<file path="src/rtl/mcle_pkg.sv">
`timescale 1ns / 1ps
package mcle_pkg;

  localparam int unsigned CoordW     = 32;
  localparam int unsigned SensorW    = 6;
  localparam int unsigned LineW      = 42;   // p1 +- quotient saturated at 2^40
  localparam int unsigned QuotSatExp = 40;
  localparam int unsigned MaxCreated = 63;
  localparam int unsigned OutCntW    = 6;

  // input op codes
  localparam logic OP_HIT = 1'b0;
  localparam logic OP_END = 1'b1;

  // result kinds
  localparam logic [1:0] KIND_PASS    = 2'd0;
  localparam logic [1:0] KIND_CREATED = 2'd1;
  localparam logic [1:0] KIND_STATUS  = 2'd2;

  // configuration register indexes
  localparam logic [2:0] REG_REF_A    = 3'd0;
  localparam logic [2:0] REG_REF_B    = 3'd1;
  localparam logic [2:0] REG_DUT_MASK = 3'd2;
  localparam logic [2:0] REG_AXIS     = 3'd3;
  localparam logic [2:0] REG_MAX_RES  = 3'd4;
  localparam logic [2:0] REG_MULTI    = 3'd5;

  typedef struct packed {
    logic signed [CoordW-1:0] p1;
    logic signed [CoordW-1:0] p2;
    logic signed [CoordW-1:0] z;
    logic signed [CoordW-1:0] z1;
    logic signed [CoordW-1:0] z2;
  } line_req_t;

endpackage

</file>
<file path="src/rtl/mcle_line.sv">
`timescale 1ns / 1ps
// p1 + trunc((p2-p1)*(z-z1)/(z2-z1)), one multiply then a bit-serial divide.
module mcle_line (
  input  logic                              clk_i,
  input  logic                              rst_ni,
  input  logic                              start_i,
  input  mcle_pkg::line_req_t               req_i,
  output logic                              done_o,
  output logic signed [mcle_pkg::LineW-1:0] res_o
);
  import mcle_pkg::*;

  localparam int unsigned MagW = CoordW + 1;
  localparam int unsigned NumW = 2 * MagW;
  localparam int unsigned CntW = $clog2(NumW);

  typedef enum logic [1:0] {L_IDLE, L_MUL, L_DIV, L_FIN} lstate_e;

  lstate_e             state_q;
  logic [MagW-1:0]     mdp_q, mdz_q, mden_q;
  logic                neg_q;
  logic signed [CoordW-1:0] p1_q;
  logic [NumW-1:0]     num_q;
  logic [MagW-1:0]     rem_q;
  logic [CntW-1:0]     cnt_q;
  logic                done_q;
  logic signed [LineW-1:0] res_q;

  logic signed [MagW-1:0] dp, dz, den;
  logic [MagW:0]       rem_sh;
  logic                qbit;
  logic [MagW:0]       rem_sub;
  logic [QuotSatExp:0] qsat;
  logic signed [LineW-1:0] p1_ext, q_ext;

  assign dp  = MagW'(req_i.p2) - MagW'(req_i.p1);
  assign dz  = MagW'(req_i.z)  - MagW'(req_i.z1);
  assign den = MagW'(req_i.z2) - MagW'(req_i.z1);

  assign rem_sh  = {rem_q, num_q[NumW-1]};
  assign qbit    = rem_sh >= {1'b0, mden_q};
  assign rem_sub = rem_sh - {1'b0, mden_q};

  assign qsat   = (num_q > NumW'(64'd1 << QuotSatExp)) ? (QuotSatExp+1)'(64'd1 << QuotSatExp)
                                                      : num_q[QuotSatExp:0];
  assign p1_ext = LineW'(p1_q);
  assign q_ext  = $signed(LineW'(qsat));

  always_ff @(posedge clk_i or negedge rst_ni) begin
    if (!rst_ni) begin
      state_q <= L_IDLE;
      done_q  <= 1'b0;
    end else begin
      done_q <= 1'b0;
      case (state_q)
        L_IDLE: begin
          if (start_i) begin
            mdp_q   <= dp[MagW-1]  ? MagW'(-dp)  : dp;
            mdz_q   <= dz[MagW-1]  ? MagW'(-dz)  : dz;
            mden_q  <= den[MagW-1] ? MagW'(-den) : den;
            neg_q   <= dp[MagW-1] ^ dz[MagW-1] ^ den[MagW-1];
            p1_q    <= req_i.p1;
            state_q <= L_MUL;
          end
        end
        L_MUL: begin
          num_q   <= mdp_q * mdz_q;
          rem_q   <= '0;
          cnt_q   <= '0;
          state_q <= L_DIV;
        end
        L_DIV: begin
          rem_q <= qbit ? rem_sub[MagW-1:0] : rem_sh[MagW-1:0];
          num_q <= {num_q[NumW-2:0], qbit};
          cnt_q <= cnt_q + 1'b1;
          if (cnt_q == CntW'(NumW - 1)) state_q <= L_FIN;
        end
        L_FIN: begin
          res_q   <= neg_q ? (p1_ext - q_ext) : (p1_ext + q_ext);
          done_q  <= 1'b1;
          state_q <= L_IDLE;
        end
        default: state_q <= L_IDLE;
      endcase
    end
  end

  assign done_o = done_q;
  assign res_o  = res_q;

endmodule

</file>
<file path="config.mk">
export PLATFORM = sky130hd
export DESIGN_NAME = mcle_line
export DESIGN_NICKNAME = d
export VERILOG_FILES = /design/src/rtl/mcle_pkg.sv /design/src/rtl/mcle_line.sv
export SDC_FILE = /design/constraint.sdc
export NUM_CORES = 2
export LEC_CHECK = 0
export CAP_MARGIN = 20
export CORE_AREA = 10 10 336 338
export DETAILED_ROUTE_END_ITERATION = 6
export DIE_AREA = 0 0 346 348
export DONT_BUFFER_PORTS = 1
export PLACE_DENSITY = 0.7
export SYNTH_ARGS = -nofsm -noshare
export SYNTH_HDL_FRONTEND = slang
export SYNTH_SLANG_ARGS = --single-unit
</file>
<file path="constraint.sdc">
create_clock -name clk_i -period 8.32 [get_ports clk_i]
set_input_delay 1.248 -clock clk_i [delete_from_list [all_inputs] [get_ports clk_i]]
set_output_delay 1.248 -clock clk_i [all_outputs]
set_load 0.01 [all_outputs]
</file>
==> reports/results.tsv <==
stage	metric	value	unit
outcome	status	complete, no violations	
floorplan	fp.coreArea	106300	um^2
sta	max_freq	124.1	MHz
clock_network	clock_path_buffers	3	
floorplan	num_rows	120	
placement	io_buffers	0	
detailed_routing	drc_errors	0	
critical_path	rrSetupSlack	260	ps
global_routing	grt_max_degree	113	
floorplan	num_io_pins	206	
clock_network	ctsHoldBuffers	0	
global_routing	grt_pass1_vias	46601	
sta	finalCriticalPeriod	8058	ps
floorplan	start_util	0.5458	
critical_path	rr_worst_depth	27	
detailed_routing	antenna_left	0	
sta	worst_slew_pin_slew	1031	ps
logic_synthesis	syn_nets	8086	
sta	clock_skew	37.45	ps
critical_path	worst-path-buf-inv	7	
clock_network	clock-sinks	283	
sta	whs	358.9	ps
logic_synthesis	synth_cells	6515	
clock_network	clk_pin_slew_worst_paths	60	ps
critical_path	r2r_start	mdp_q[18]	
logic_synthesis	ys_ff_latch	283	
clock_network	numCtsBuffers	36	
detailed_routing	drt_wl_total	155000	um
sta	final_hold_viol_count	0	
sta	setup_viol	0	
floorplan	fp.dieW	346	um
sta	slew_headroom	0.3125	
critical_path	start_kind	register	
critical_path	worstSetupPathType	reg -> reg	
critical_path	crit_top_cell	fa_1	
critical_path	r2r_end	num_q[56]	
logic_synthesis	synth_edf_count	280	
critical_path	critPathCaptureType	register	
cells_and_area	final_cell_mix	inv_1 (1242), fa_1 (963), nand2_1 (820)	
detailed_routing	via_per_inst	5.652	
detailed_routing	routedWlPerCell	19.72	um
critical_path	crit_required	8650	ps
logic_synthesis	synth_top_area_share	0.3323	
clock_network	cts_tree	yes	
clock_network	clk_latency	590	ps
cells_and_area	fin_nets	7996	
placement	hpwl	129000	um
logic_synthesis	synth_area_leaders	fa_1 (33%), edfxtp_1 (14%), ha_1 (9.6%)	
detailed_routing	drt_first_pass_iters	6	
logic_synthesis	synth_ff_type	edfxtp_1	
critical_path	worst_ep_arrival_time	8390	ps
logic_synthesis	synth-async-reset-ratio	0.01060	
critical_path	slowest_stage	fa_1	
cells_and_area	area_growth	6.480	%
floorplan	die_h	348	um
logic_synthesis	ys_warn_count	0	
sta	drv_slew	0	
cells_and_area	final_common_cell	inv_1	
global_routing	grt_use_total	0.2583	
critical_path	cp_top_family	adder cells	
detailed_routing	num_vias	44408	
worst_hold_path	min_path_type	in -> async	
critical_path	cpPeakStageDelay	600	ps
logic_synthesis	yosysUniqueCellTypes	93	
logic_synthesis	syn_avg_cell_area	8.905	um^2
logic_synthesis	ys_seq_area_frac	0.1462	
cells_and_area	layout-drive-gt1-share	0.04789	
global_routing	grt_antenna_before_repair	2	
placement	gp_congestion	0.9848	
global_routing	gr-total-overflow	0	
sta	fin_crit_sh	0.9685	
job	max_cap_violations	0	
floorplan	dieArea	120400	um^2
critical_path	crit_fanout	20	
sta	fin_tns_setup	0	ps
clock_network	clockRootBuffer	clkbuf_16	
logic_synthesis	synth_area	58020	um^2
global_routing	grt_pass1_wl	250800	um
clock_network	cts_htree_levels	2	
detailed_routing	drt_iter0_drc	2822	
logic_synthesis	yosysTopAreaCell	fa_1	
-- flip-flops by register name, indices dropped and copies added (netlist names), 7 cells and up --
name,count
mden_q,33
rem_q,33
mdp_q,33
mdz_q,33
res_o,42
p1_q,32
num_q,66
cnt_q,7
-- worst max-delay path by stage --
stage                          from   endpoint  depth (start not counted)  slack [ps]
after floorplan            mdz_q[0]  num_q[56]                         28         440
after global placement    mdp_q[19]  num_q[62]                         26         0.5
after detailed placement   mdz_q[2]  num_q[60]                         30         -90
after CTS                 mdp_q[19]  num_q[62]                         26          30
after global routing       mdz_q[2]  num_q[50]                         30         -20
final                     mdp_q[18]  num_q[56]                         27         260
-- Yosys cell counts, types with 8 or more instances --
library cell	instances
a211oi_1	22
nor2b_1	36
o31ai_1	14
a22oi_1	12
a21boi_0	11
a211o_1	9
fa_1	963
nor3b_1	9
inv_1	1243
nand3b_1	10
o211ai_1	28
or2_2	20
and3_1	37
o21ai_0	183
o31a_1	10
o21a_1	38
nor3_1	63
clkbuf_1	287
nand4_1	36
and4_1	10
a21oi_1	290
a2111oi_0	8
a31o_2	10
a21o_1	125
a221oi_1	10
edfxtp_1	280
xnor2_1	179
o21bai_1	43
mux2_2	8
and2_1	569
ha_1	445
nor4_1	28
o22a_1	10
xor2_1	130
nand2b_1	27
nand3_1	70
nand2_1	820
or3_1	14
mux2i_1	9
a31oi_1	41
nor2_1	231
-- logic make-up after synthesis --
| group | Yosys count | share of synthesized area |
|---|---|---|
| AOI/OAI and AO/OA | 938 | 0.1034 |
| buffers and inverters | 1542 | 0.09998 |
| adders and majority gates | 1408 | 0.4283 |
| and+or+nand+nor | 2017 | 0.1721 |
| DFF | 283 | 0.1462 |
| xor gates and xnor gates | 309 | 0.04665 |
| muxes | 18 | 0.003343 |
-- what timing repair did --
item                                    in CTS  in global routing
pin swaps                                    0                  4
endpoints found under the hold margin        0                  0
gates resized for setup                      3                 27
setup buffers                                0                  5
endpoints found under the setup margin       6                 20
-- stage by stage --
step	util	worst slack (ps)	cells	instance area [um^2]
finish	0.5812	262.2	7857	61780
global route	0.5812	-24.60	7857	61780
CTS	0.5795	34.52	7849	61610
detailed placement	0.5684	-92.89	7784	60430
global placement	0.5684	0.5462	7784	60430
floorplan	-	443.1	6515	58020
-- worst register-to-register path, stage by stage (launching register included) --
cell       delay (ps)
edfxtp_1          370
buf_4             200
buf_4             250
and2_1            210
fa_1              510
inv_1              50
fa_1              490
fa_1              540
fa_1              540
inv_1              70
fa_1              600
fa_1              440
fa_1              490
inv_1              50
fa_1              520
inv_1              60
ha_1              320
and3_1            230
nand4_1           210
nor3b_2           250
o21ai_1           180
a21oi_2           310
a2111oi_2         120
buf_4             160
nor2_2            220
a21oi_4           110
and2_1            170
a22o_1            190
-- per-layer routing --
metal | track usage | wire length (um)
met1 | 0.3210 | 61900
met2 | 0.4522 | 77130
met3 | 0.03402 | 8760
met4 | 0.1064 | 7178
met5 | 0 | 0
-- cell type report --
cell class	instances	area, um^2
Timing Repair Buffer	171	1815
Antenna cell	2	5.005
Sequential cell	283	8483
Fill cell	9382	44520
Clock buffer	40	937.1
Multi-Input combinational cell	4690	43880
Inverter	1243	4666
Clock inverter	25	232.7
Tap cell	1403	1755
Power is not shown: default switching activity piles up to over one toggle a cycle in this logic, so the estimate is an artifact.
